--- config.mk ---
export PLATFORM = sky130hd
export DESIGN_NAME = battery_level_hysteresis_monitor
export DESIGN_NICKNAME = d
export VERILOG_FILES = /design/src/hw/rtl/blhm_pkg.sv /design/src/hw/rtl/blhm_div.sv /design/src/hw/rtl/blhm_mul.sv /design/src/hw/rtl/battery_level_hysteresis_monitor.sv
export SDC_FILE = /design/constraint.sdc
export NUM_CORES = 1
export LEC_CHECK = 0
export ABC_AREA = 1
export ABC_CLOCK_PERIOD_IN_PS = 6900
export BUFFER_PORTS_ARGS = -buffer_cell sky130_fd_sc_hd__buf_2
export CAP_MARGIN = 40
export CORE_ASPECT_RATIO = 0.6
export CORE_MARGIN = 2
export CORE_UTILIZATION = 47
export CTS_CLUSTER_DIAMETER = 60
export DETAILED_ROUTE_END_ITERATION = 6
export PLACE_DENSITY = 0.71
export REMOVE_ABC_BUFFERS = 1
export SKIP_CTS_REPAIR_TIMING = 1
export SYNTH_ARGS = -nofsm -noshare
export SYNTH_HDL_FRONTEND = slang
export SYNTH_SLANG_ARGS = --single-unit
--- constraint.sdc ---
create_clock -name clk -period 6.9 [get_ports clk]
set_clock_uncertainty 0.2 [all_clocks]
set_input_delay 1.38 -clock clk [delete_from_list [all_inputs] [get_ports clk]]
set_output_delay 1.38 -clock clk [all_outputs]
set_load 0.02 [all_outputs]
--- src/hw/rtl/blhm_pkg.sv ---
// Package for the battery level hysteresis monitor: field widths, register
// indexes, reset values, level codes, thresholds and the hysteresis quantizer.
// No dependencies.
package blhm_pkg;

  // Field and register widths
  localparam int MV_W        = 14;  // battery millivolts
  localparam int FRAC_BITS   = 8;   // filter fraction bits
  localparam int FILT_W      = MV_W + FRAC_BITS;
  localparam int EMA_NUM_W   = FILT_W + 3;  // raw*256 + 4*filt, below 5 * 2^22
  localparam int EMA_DIV_W   = 3;   // divisor 5
  localparam int SCALE_W     = 14;
  localparam int SCALE_SHIFT = 12;  // Q12 factor
  localparam int SPW_W       = 7;
  localparam int CFG_DATA_W  = 14;
  localparam int CFG_IDX_W   = 1;
  localparam int PCT_W       = 7;

  localparam logic [MV_W-1:0]      MV_MAX     = 14'd16383;
  localparam logic [EMA_DIV_W-1:0] EMA_DIVISOR = 3'd5;

  // Configuration register indexes and reset values
  localparam logic [CFG_IDX_W-1:0] CFG_DIVIDER_SCALE      = 1'b0;
  localparam logic [CFG_IDX_W-1:0] CFG_SAMPLES_PER_WINDOW = 1'b1;
  localparam logic [SCALE_W-1:0]   SCALE_RESET            = 14'd5195;
  localparam logic [SPW_W-1:0]     SPW_RESET              = 7'd32;

  // Charge level codes
  typedef enum logic [2:0] {
    LVL_0   = 3'd0,
    LVL_25  = 3'd1,
    LVL_50  = 3'd2,
    LVL_75  = 3'd3,
    LVL_100 = 3'd4
  } level_t;

  // Thresholds in mV with fraction bits appended
  localparam logic [FILT_W-1:0] TH_4150 = FILT_W'(4150 << FRAC_BITS);
  localparam logic [FILT_W-1:0] TH_4080 = FILT_W'(4080 << FRAC_BITS);
  localparam logic [FILT_W-1:0] TH_3980 = FILT_W'(3980 << FRAC_BITS);
  localparam logic [FILT_W-1:0] TH_3900 = FILT_W'(3900 << FRAC_BITS);
  localparam logic [FILT_W-1:0] TH_3840 = FILT_W'(3840 << FRAC_BITS);
  localparam logic [FILT_W-1:0] TH_3700 = FILT_W'(3700 << FRAC_BITS);
  localparam logic [FILT_W-1:0] TH_3500 = FILT_W'(3500 << FRAC_BITS);
  localparam logic [FILT_W-1:0] TH_3400 = FILT_W'(3400 << FRAC_BITS);

  // Hysteresis step: a rising and a falling threshold for each inner level
  function automatic level_t next_level(level_t code, logic [FILT_W-1:0] f);
    level_t nl;
    nl = code;
    case (code)
      LVL_100: nl = (f < TH_4080) ? LVL_75 : LVL_100;
      LVL_75: begin
        if (f >= TH_4150)     nl = LVL_100;
        else if (f < TH_3900) nl = LVL_50;
        else                  nl = LVL_75;
      end
      LVL_50: begin
        if (f >= TH_3980)     nl = LVL_75;
        else if (f < TH_3700) nl = LVL_25;
        else                  nl = LVL_50;
      end
      LVL_25: begin
        if (f >= TH_3840)     nl = LVL_50;
        else if (f < TH_3400) nl = LVL_0;
        else                  nl = LVL_25;
      end
      LVL_0: nl = (f >= TH_3500) ? LVL_25 : LVL_0;
      default: begin
        // corrupted code: pick by rising thresholds only
        if (f >= TH_4150)      nl = LVL_100;
        else if (f >= TH_3980) nl = LVL_75;
        else if (f >= TH_3840) nl = LVL_50;
        else if (f >= TH_3500) nl = LVL_25;
        else                   nl = LVL_0;
      end
    endcase
    return nl;
  endfunction

  // Level code to percent
  function automatic logic [PCT_W-1:0] pct_of(level_t code);
    logic [PCT_W-1:0] p;
    case (code)
      LVL_0:   p = 7'd0;
      LVL_25:  p = 7'd25;
      LVL_50:  p = 7'd50;
      LVL_75:  p = 7'd75;
      default: p = 7'd100;
    endcase
    return p;
  endfunction

endpackage

--- src/hw/rtl/blhm_div.sv ---
// Bit-serial restoring divider, one quotient bit per cycle.
// Needs the dividend's top D_W bits below the divisor. Depends on nothing.
module blhm_div #(
  parameter int Q_W = 12,
  parameter int D_W = 7
) (
  input  logic               clk,
  input  logic               rst,
  input  logic               start,
  input  logic [Q_W+D_W-1:0] dividend,
  input  logic [D_W-1:0]     divisor,
  output logic               done,
  output logic [Q_W-1:0]     quotient
);

  localparam int CNT_W = $clog2(Q_W + 1);

  logic             busy;
  logic [CNT_W-1:0] cnt;
  logic [D_W-1:0]   rem;
  logic [D_W-1:0]   dvs;
  logic [Q_W-1:0]   qsh;
  logic [D_W:0]     trial;
  logic             ge;
  logic [D_W:0]     diff;

  // Trial subtract of the next dividend bit
  assign trial = {rem, qsh[Q_W-1]};
  assign ge    = trial >= {1'b0, dvs};
  assign diff  = trial - {1'b0, dvs};

  // Control
  always_ff @(posedge clk) begin
    if (rst) begin
      busy <= 1'b0;
      done <= 1'b0;
      cnt  <= '0;
    end else begin
      done <= busy && (cnt == CNT_W'(1));
      if (start) begin
        busy <= 1'b1;
        cnt  <= CNT_W'(Q_W);
      end else if (busy) begin
        cnt <= cnt - CNT_W'(1);
        if (cnt == CNT_W'(1)) busy <= 1'b0;
      end
    end
  end

  // Remainder and shared dividend/quotient shift register
  always_ff @(posedge clk) begin
    if (start) begin
      rem <= dividend[Q_W+D_W-1:Q_W];
      qsh <= dividend[Q_W-1:0];
      dvs <= divisor;
    end else if (busy) begin
      rem <= ge ? diff[D_W-1:0] : trial[D_W-1:0];
      qsh <= {qsh[Q_W-2:0], ge};
    end
  end

  assign quotient = qsh;

endmodule

--- src/hw/rtl/blhm_mul.sv ---
// Bit-serial shift-add multiplier, one multiplier bit per cycle, LSB first.
// Depends on nothing.
module blhm_mul #(
  parameter int A_W = 12,
  parameter int B_W = 14
) (
  input  logic               clk,
  input  logic               rst,
  input  logic               start,
  input  logic [A_W-1:0]     a,
  input  logic [B_W-1:0]     b,
  output logic               done,
  output logic [A_W+B_W-1:0] product
);

  localparam int CNT_W = $clog2(A_W + 1);
  localparam int P_W   = A_W + B_W;

  logic             busy;
  logic [CNT_W-1:0] cnt;
  logic [P_W-1:0]   prod;
  logic [B_W-1:0]   b_q;
  logic [B_W:0]     psum;

  // Add the multiplicand into the upper half when the low bit is set
  assign psum = prod[0] ? ({1'b0, prod[P_W-1:A_W]} + {1'b0, b_q})
                        : {1'b0, prod[P_W-1:A_W]};

  // Control
  always_ff @(posedge clk) begin
    if (rst) begin
      busy <= 1'b0;
      done <= 1'b0;
      cnt  <= '0;
    end else begin
      done <= busy && (cnt == CNT_W'(1));
      if (start) begin
        busy <= 1'b1;
        cnt  <= CNT_W'(A_W);
      end else if (busy) begin
        cnt <= cnt - CNT_W'(1);
        if (cnt == CNT_W'(1)) busy <= 1'b0;
      end
    end
  end

  // Product shift register
  always_ff @(posedge clk) begin
    if (start) begin
      prod <= {{B_W{1'b0}}, a};
      b_q  <= b;
    end else if (busy) begin
      prod <= {psum, prod[A_W-1:1]};
    end
  end

  assign product = prod;

endmodule

--- src/hw/rtl/battery_level_hysteresis_monitor.sv ---
// Battery level monitor: each request carries one ADC sample in mV and
// returns one result. A request that does not close a window goes straight
// to the output state. A request that closes a window runs three bit-serial
// units in turn: the window average divider (SAMPLE_BITS steps), the Q12
// scale multiplier (SAMPLE_BITS steps) and the divide-by-five of the EMA
// (22 steps); the very first window skips the divide-by-five. One request
// is worked on at a time; a finished result sits in the output register
// while the next request enters.
// Depends on blhm_pkg, blhm_div and blhm_mul.
module battery_level_hysteresis_monitor
  import blhm_pkg::*;
#(
  parameter int SAMPLE_BITS = 12,
  parameter int MAX_WINDOW  = 64
) (
  input  logic                   clk,
  input  logic                   rst,
  // configuration
  input  logic                   cfg_write,
  input  logic [CFG_IDX_W-1:0]   cfg_index,
  input  logic [CFG_DATA_W-1:0]  cfg_data,
  // sample request
  input  logic                   in_valid,
  output logic                   in_stall,
  input  logic [SAMPLE_BITS-1:0] sample_mv,
  // result
  output logic                   out_valid,
  input  logic                   out_stall,
  output logic [PCT_W-1:0]       level_percent,
  output logic [MV_W-1:0]        filtered_mv,
  output logic [MV_W-1:0]        raw_mv,
  output logic                   window_done
);

  localparam int CNT_W  = $clog2(MAX_WINDOW + 1);
  localparam int SUM_W  = SAMPLE_BITS + CNT_W;
  localparam int CMP_W  = (CNT_W > SPW_W) ? CNT_W : SPW_W;
  localparam int PROD_W = SAMPLE_BITS + SCALE_W;

  typedef enum logic [6:0] {
    S_IDLE  = 7'b0000001,
    S_DIV   = 7'b0000010,
    S_MUL   = 7'b0000100,
    S_FILT  = 7'b0001000,
    S_EMA   = 7'b0010000,
    S_LEVEL = 7'b0100000,
    S_OUT   = 7'b1000000
  } state_t;

  state_t state;

  logic [SCALE_W-1:0] divider_scale;
  logic [SPW_W-1:0]   samples_per_window;

  logic [SUM_W-1:0]  sample_sum;
  logic [CNT_W-1:0]  sample_count;
  logic [FILT_W-1:0] filter_value;
  logic              filter_primed;
  level_t            level_code;
  logic [MV_W-1:0]   raw_value;
  logic              closed;

  logic [SUM_W-1:0]     sum_next;
  logic [CNT_W-1:0]     count_next;
  logic [CMP_W-1:0]     win;
  logic                 accept;
  logic                 close_now;
  logic                 out_free;

  logic                   avg_done;
  logic [SAMPLE_BITS-1:0] avg;
  logic                   mul_done;
  logic [PROD_W-1:0]      prod;
  logic [PROD_W-1:0]      scaled;
  logic                   ema_start;
  logic                   ema_done;
  logic [FILT_W-1:0]      ema_q;
  logic [EMA_NUM_W-1:0]   ema_num;

  // Configuration registers
  always_ff @(posedge clk) begin
    if (rst) begin
      divider_scale      <= SCALE_RESET;
      samples_per_window <= SPW_RESET;
    end else if (cfg_write) begin
      case (cfg_index)
        CFG_DIVIDER_SCALE:      divider_scale      <= cfg_data[SCALE_W-1:0];
        CFG_SAMPLES_PER_WINDOW: samples_per_window <= cfg_data[SPW_W-1:0];
        default: ;
      endcase
    end
  end

  // Effective window: zero acts as one, clamp to MAX_WINDOW
  always_comb begin
    win = CMP_W'(samples_per_window);
    if (samples_per_window == '0) win = CMP_W'(1);
    else if (CMP_W'(samples_per_window) > CMP_W'(MAX_WINDOW)) win = CMP_W'(MAX_WINDOW);
  end

  assign in_stall   = (state != S_IDLE);
  assign accept     = in_valid && !in_stall;
  assign sum_next   = sample_sum + SUM_W'(sample_mv);
  assign count_next = sample_count + CNT_W'(1);
  assign close_now  = CMP_W'(count_next) >= win;
  assign out_free   = !out_valid || !out_stall;

  // Window average: sum / count
  blhm_div #(
    .Q_W (SAMPLE_BITS),
    .D_W (CNT_W)
  ) u_avg_div (
    .clk      (clk),
    .rst      (rst),
    .start    (accept && close_now),
    .dividend (sum_next),
    .divisor  (count_next),
    .done     (avg_done),
    .quotient (avg)
  );

  // Scale to battery mV
  blhm_mul #(
    .A_W (SAMPLE_BITS),
    .B_W (SCALE_W)
  ) u_scale_mul (
    .clk     (clk),
    .rst     (rst),
    .start   (avg_done),
    .a       (avg),
    .b       (divider_scale),
    .done    (mul_done),
    .product (prod)
  );

  assign scaled = prod >> SCALE_SHIFT;

  // EMA: (raw*256 + 4*filt) / 5
  assign ema_num   = EMA_NUM_W'({raw_value, {FRAC_BITS{1'b0}}})
                   + EMA_NUM_W'({filter_value, 2'b00});
  assign ema_start = (state == S_FILT) && filter_primed;

  blhm_div #(
    .Q_W (FILT_W),
    .D_W (EMA_DIV_W)
  ) u_ema_div (
    .clk      (clk),
    .rst      (rst),
    .start    (ema_start),
    .dividend (ema_num),
    .divisor  (EMA_DIVISOR),
    .done     (ema_done),
    .quotient (ema_q)
  );

  // Sequencer and monitor state
  always_ff @(posedge clk) begin
    if (rst) begin
      state         <= S_IDLE;
      sample_sum    <= '0;
      sample_count  <= '0;
      filter_value  <= '0;
      filter_primed <= 1'b0;
      level_code    <= LVL_100;
      raw_value     <= '0;
      closed        <= 1'b0;
    end else begin
      case (state)
        S_IDLE: begin
          if (accept) begin
            closed <= close_now;
            if (close_now) begin
              sample_sum   <= '0;
              sample_count <= '0;
              state        <= S_DIV;
            end else begin
              sample_sum   <= sum_next;
              sample_count <= count_next;
              state        <= S_OUT;
            end
          end
        end
        S_DIV: begin
          if (avg_done) state <= S_MUL;
        end
        S_MUL: begin
          if (mul_done) begin
            raw_value <= (scaled > PROD_W'(MV_MAX)) ? MV_MAX : scaled[MV_W-1:0];
            state     <= S_FILT;
          end
        end
        S_FILT: begin
          if (filter_primed) begin
            state <= S_EMA;
          end else begin
            // first window loads the filter directly
            filter_value  <= {raw_value, {FRAC_BITS{1'b0}}};
            filter_primed <= 1'b1;
            state         <= S_LEVEL;
          end
        end
        S_EMA: begin
          if (ema_done) begin
            filter_value <= ema_q;
            state        <= S_LEVEL;
          end
        end
        S_LEVEL: begin
          level_code <= next_level(level_code, filter_value);
          state      <= S_OUT;
        end
        S_OUT: begin
          if (out_free) state <= S_IDLE;
        end
        default: state <= S_IDLE;
      endcase
    end
  end

  // Output register
  always_ff @(posedge clk) begin
    if (rst) begin
      out_valid <= 1'b0;
    end else if ((state == S_OUT) && out_free) begin
      out_valid <= 1'b1;
    end else if (!out_stall) begin
      out_valid <= 1'b0;
    end
  end

  always_ff @(posedge clk) begin
    if ((state == S_OUT) && out_free) begin
      level_percent <= pct_of(level_code);
      filtered_mv   <= filter_value[FILT_W-1:FRAC_BITS];
      raw_mv        <= raw_value;
      window_done   <= closed;
    end
  end

  // Serial units only report back in the state that waits for them
  a_avg_done_state: assert property (@(posedge clk) disable iff (rst)
    avg_done |-> (state == S_DIV))
    else $error("average divider finished outside its state");

  a_mul_done_state: assert property (@(posedge clk) disable iff (rst)
    mul_done |-> (state == S_MUL))
    else $error("scale multiplier finished outside its state");

  a_ema_done_state: assert property (@(posedge clk) disable iff (rst)
    ema_done |-> (state == S_EMA))
    else $error("EMA divider finished outside its state");

  // Partial window never reaches the window limit
  a_count_range: assert property (@(posedge clk) disable iff (rst)
    CMP_W'(sample_count) < CMP_W'(MAX_WINDOW))
    else $error("sample count reached the window limit");

  // A closed window always leaves the filter primed
  a_primed_on_done: assert property (@(posedge clk) disable iff (rst)
    (out_valid && window_done) |-> filter_primed)
    else $error("window result with unprimed filter");

endmodule

**After elaboration in Yosys (flattened, before gate mapping)**

Index checks and enable logic that the tools add are counted.

- Word-level logic and storage cells: 165
- Flip-flop bits (word level): 242
- Input bits: 32
- Output and inout port bits: 38

- Bitwise operators: 1
- Eq/ne operators: 22
- Muxes and demuxes: 59
- Magnitude comparators: 13
- $add $sub $neg: 9
- Reductions and logical operators: 26

Operators by type and width:

| cell | number |
|---|---|
| less-than comparator 22 x 20 -> 1 bit (second input constant) | 4 |
| two-way mux 22 bit | 4 |
| two-way mux 7 bit | 12 |
| greater-or-equal comparator 22 x 20 -> 1 bit (second input constant) | 3 |
| one-hot mux 7 bit (7 select lines) | 1 |
| two-way mux 12 bit | 4 |
| one-hot mux 22 bit (2 select lines) | 1 |
| one-hot mux 7 bit (4 select lines) | 1 |
| adder 22 x 24 -> 25 bit | 1 |
| greater-or-equal comparator 22 x 21 -> 1 bit (second input constant) | 1 |
| adder 19 x 12 -> 19 bit | 1 |
| two-way mux 19 bit | 1 |
| two-way mux 3 bit | 6 |
| two-way mux 4 bit | 4 |
| adder 14 x 14 -> 15 bit | 1 |
| two-way mux 15 bit | 1 |
| one-hot mux 3 bit (5 select lines) | 1 |
| > comparator 14 bit (second input constant) | 1 |
| two-way mux 1 bit | 14 |
| two-way mux 14 bit | 1 |
| two-way mux 2 bit | 5 |
| two-way mux 5 bit | 2 |
| equality test 4 x 1 -> 1 bit (second input constant) | 2 |
| greater-or-equal comparator 8 x 7 -> 1 bit | 1 |
| other kinds (34) | 57 |

**Longest topological paths before layout**

- Depth in word-level cells: 7
- Gate-level depth with buffers: 15
- Mapped depth without buffers: 14

**By module**

A second synthesis with hierarchy kept.

- Cell total of the unflattened synthesis: 1,696
- Area total of the unflattened synthesis: 13,101.3 sq um

By module, submodules not included:

| module | area each (sq um) | cells an instance | seq. area each (sq um) | instances |
|---|---|---|---|---|
| battery_level_hysteresis_monitor | 7,070.5 | 965 | 2,972.9 | 1 |
| blhm_mul | 2,626.3 | 351 | 1,181.1 | 1 |
| blhm_div (u_avg_div) | 1,759.2 | 205 | 900.9 | 1 |
| blhm_div (u_ema_div) | 1,645.3 | 175 | 980.9 | 1 |

**Worst setup path before layout**

No wires, ideal clock.

- Path kind: in2reg
- From: in out_stall
- To: reg filtered_mv[0], enable pin
- Data arrival time: 2.982 ns
- Path buffers: 0
- Required time: 6.273 ns
- Setup time: 0.427 ns
- Setup slack: 3.290 ns
- Stages: 3
- Path through: nand2_1 > inv_1 > nor2_1

- Cells in the longest elaborated chain, start to end: 3

RTL lines:

| what | RTL line | RTL |
|---|---|---|
| start: declaration | battery_level_hysteresis_monitor.sv:28 | `input logic out_stall,` |
| zero test 1 bit | -- |  |
| logical OR 1 bit | battery_level_hysteresis_monitor.sv:106 | `assign out_free = !out_valid \|\| !out_stall;` |
| logical AND 1 bit | battery_level_hysteresis_monitor.sv:232 | `if ((state == S_OUT) && out_free) begin` |
| end signal: assignment | battery_level_hysteresis_monitor.sv:234 | `filtered_mv <= filter_value[FILT_W-1:FRAC_BITS];` |
| end: declaration | battery_level_hysteresis_monitor.sv:30 | `output logic [MV_W-1:0] filtered_mv,` |

Every way passes these cells.
A chain may end at the register's enable or synchronous reset.

**Worst setup path in the final report**

- From: reg sample_count[0]
- To: reg u_avg_div.qsh[7] (netlist: u_avg_div.quotient[7]), enable pin

- Cells in the longest elaborated chain, start to end: 4

RTL lines:

| what | RTL line | RTL |
|---|---|---|
| start: declaration | battery_level_hysteresis_monitor.sv:56 | `logic [CNT_W-1:0] sample_count;` |
| start signal: assignment | battery_level_hysteresis_monitor.sv:178 | `sample_count <= count_next;` |
| adder 7 x 1 -> 7 bit | battery_level_hysteresis_monitor.sv:104 | `assign count_next = sample_count + CNT_W'(1);` |
| named net count_next[6] | battery_level_hysteresis_monitor.sv:64 | `logic [CNT_W-1:0] count_next;` |
| greater-or-equal comparator 7 bit | battery_level_hysteresis_monitor.sv:105 | `assign close_now = CMP_W'(count_next) >= win;` |
| logical AND 1 bit | battery_level_hysteresis_monitor.sv:115 | `.start (accept && close_now),` |
| nonzero test 2 bit (no source line) | -- |  |
| end signal: assignment | blhm_div.sv:54 | `qsh <= dividend[Q_W-1:0];` |
| end signal: assignment | blhm_div.sv:58 | `qsh <= {qsh[Q_W-2:0], ge};` |
| end: declaration | blhm_div.sv:22 | `logic [Q_W-1:0] qsh;` |

The timed path passes the listed nets, and every way through them passes these cells.

==> results.yml <==
run_status:
  outcome: "complete, but fails checks"
  violations: "design-rule violations"
timing:
  hold_violations: 0
  finalCritPeriodShare: 0.521
  timing.final.crit_period_ns: 3.60
  worst_pin_slew_ns: 0.812
  rsz0062_at_grt: "no"
  max_clock_freq_mhz: 278
  finalSetupViolCount: 0
  slew_violations: 0
  finalSetupTns_ns: 0
  maxSlewHeadroom: 0.457
pwr:
  power_density_nw_per_um2: 293
  peakVddDrop_mv: 0.193
  p_leak_nw: 6.09
floorplan:
  coreArea_sq_um: 26500
  dieArea_sq_um: 28400
  initial_core_util: 0.480
  dieWidth_um: 216
  rows: 46
  io_pins: 70
  die_y_um: 131
critical_path:
  critPathLaunchType: "flop"
  reg2reg_slack_ns: 3.30
  path_class: "reg2reg"
  critPathCaptureType: "flop"
  cp_max_fo: 19
  critPathArrivalTime_ns: 3.48
  crit_required_ns: 6.79
cells_and_area:
  mostFrequentLayoutCells: "nand2_1, nor2_1, inv_1"
  utilization: 0.534
  fin_area_sq_um: 14100
  nNetsFinal: 1744
  area_growth_pct: 11.3
  antennaDiodeCount: 0
  final_layout_size_suffix_gt1_frac: 0.0872
  final_common_cell: "nand2_1"
global_route:
  grt_overflow_total: 0
  grt_pass1_vias: 9685
  grt_antenna_before_repair: 0
  grt_usage: 0.220
  grt_first_pass_wirelength_um: 51000
  grt_max_degree: 62
logic_synthesis:
  synth_edf_count: 112
  synth_warnings: 0
  synth_seq_cells: 241
  synth_cell_types: 51
  ys.flop_type: "dfxtp_1"
  synthesis.area_sq_um: 12700
  ys_seq_area_frac: 0.468
  netlist_instances: 1588
  synth-async-reset-ratio: 0
  avgSynthCellArea_sq_um: 8.00
clock_network:
  clkLatencyLatePin_ns: 0.53
  path_clk_slew_ns: 0.06
  htreeDepth: 1
  clock-root-buffer: "clkbuf_16"
  cts_tree: "yes"
  cts-buffers-inserted: 24
  clockBufferDepth: 3
  clock_sinks: 241
worst_hold_path:
  hold_class: "reg2reg"
detailed_routing:
  drt-total-wl_um: 31700
  vias_per_cell: 5.37
  drt.antenna.violating_nets: 0
  drc: 4
  drt_iter0_drc: 1029
  dr.pass1.iters: 7
  wl_per_cell_um: 15.7
  vias: 10900
place:
  dpl_cell_area_sq_um: 13300
  portBuffers: 69
  dp_hpwl_um: 23000
  gp_congestion: 0.951
job:
  drv_cap: 0
cell families after synthesis:
family                   synth area share
AND/OR/NAND/NOR                     0.257
flip-flops                          0.468
AO/OA/AOI/OAI                       0.118
adder cells (fa/ha/maj)            0.0684
buffers and inverters              0.0699
XOR/XNOR                           0.0193
power breakdown:
part	total (W)	internal, W	leakage [nW]	switching (W)
Clock	0.00135	0.000787	0.383	0.000559
Sequential	0.00176	0.00165	2.06	0.000109
Combinational	0.00104	0.000334	3.64	0.000702
per-layer routing:
layer,vias to the layer above,part of all wire,global-route usage,wire [um]
met1,4974,0.51,0.357,16000
li1,5427,-,-,-
met2,416,0.38,0.294,12200
met4,0,0.017,0.0415,536
met3,47,0.093,0.0465,2950
met5,-,0,0,0
cell type report:
| class | count | area [sq um] |
|---|---|---|
| Multi-Input combinational cell | 1134 | 5870 |
| Tap cell | 360 | 450 |
| Sequential cell | 241 | 5950 |
| Clock inverter | 10 | 129 |
| Clock buffer | 33 | 666 |
| Inverter | 168 | 634 |
| Timing Repair Buffer | 76 | 438 |
| Fill cell | 2472 | 12300 |
synthesized netlist by cell type, types with 5 or more instances:
| cell type | instances | area share |
|---|---|---|
| nand3b_1 | 9 | 0.0053 |
| xor2_1 | 21 | 0.014 |
| ha_1 | 63 | 0.062 |
| a22oi_1 | 5 | 0.0030 |
| buf_4 | 8 | 0.0047 |
| o21ai_1 | 15 | 0.0059 |
| a21oi_1 | 115 | 0.045 |
| clkbuf_1 | 23 | 0.0068 |
| buf_6 | 6 | 0.0053 |
| nor2_1 | 168 | 0.050 |
| a21boi_0 | 5 | 0.0030 |
| nand3_1 | 109 | 0.043 |
| nor3_1 | 14 | 0.0055 |
| o21ai_0 | 110 | 0.043 |
| o22ai_1 | 7 | 0.0034 |
| xnor2_1 | 7 | 0.0048 |
| edfxtp_1 | 112 | 0.26 |
| nand2_1 | 406 | 0.12 |
| dfxtp_1 | 129 | 0.20 |
| nand4_1 | 25 | 0.012 |
| inv_1 | 158 | 0.047 |
| inv_2 | 5 | 0.0015 |
| buf_2 | 7 | 0.0028 |
metrics by stage:
step                instances  hold WS (ns)  power (W)  setup WS, ns
floorplan                1543         0.203    0.00248          3.29
global placement         1977         0.212    0.00277          3.34
detailed placement       1979         0.216    0.00280          3.26
CTS                      2022         0.233    0.00414          3.33
global route             2022         0.239    0.00436          2.91
finish                   2022         0.234    0.00414          3.30
path summary, 6_finish.rpt:
kind                                      start                         endpoint  cells past startpoint
setup / recovery   sample_count[0]$_SDFFE_PP0P_  u_avg_div.quotient[7]$_DFFE_PP_                     11
hold / removal    divider_scale[7]$_SDFFE_PP0P_     u_scale_mul.b_q[7]$_DFFE_PP_                      0
setup reg to reg   sample_count[0]$_SDFFE_PP0P_  u_avg_div.quotient[7]$_DFFE_PP_                     11
hold reg to reg   divider_scale[7]$_SDFFE_PP0P_     u_scale_mul.b_q[7]$_DFFE_PP_                      0
critical path, stage by stage, from the launching register on:
cell     delay [ns]
dfxtp_1        0.44
ha_1           0.20
nand2_1        0.07
inv_1          0.07
nand4_1        0.09
xnor2_1        0.27
ha_1           0.31
a21oi_1        0.18
o21a_1         0.16
nand3_1        0.23
nand2_2        0.35
nand2_1        0.57
flip-flops by register name (all words and copies together) (netlist names), 14 cells and up:
register	cells
u_scale_mul.product	26
raw_value	14
sample_sum	19
u_ema_div.quotient	22
filter_value	22
raw_mv	14
divider_scale	14
u_scale_mul.b_q	14
filtered_mv	14
Note: power is estimated with default switching activity, not from simulation.
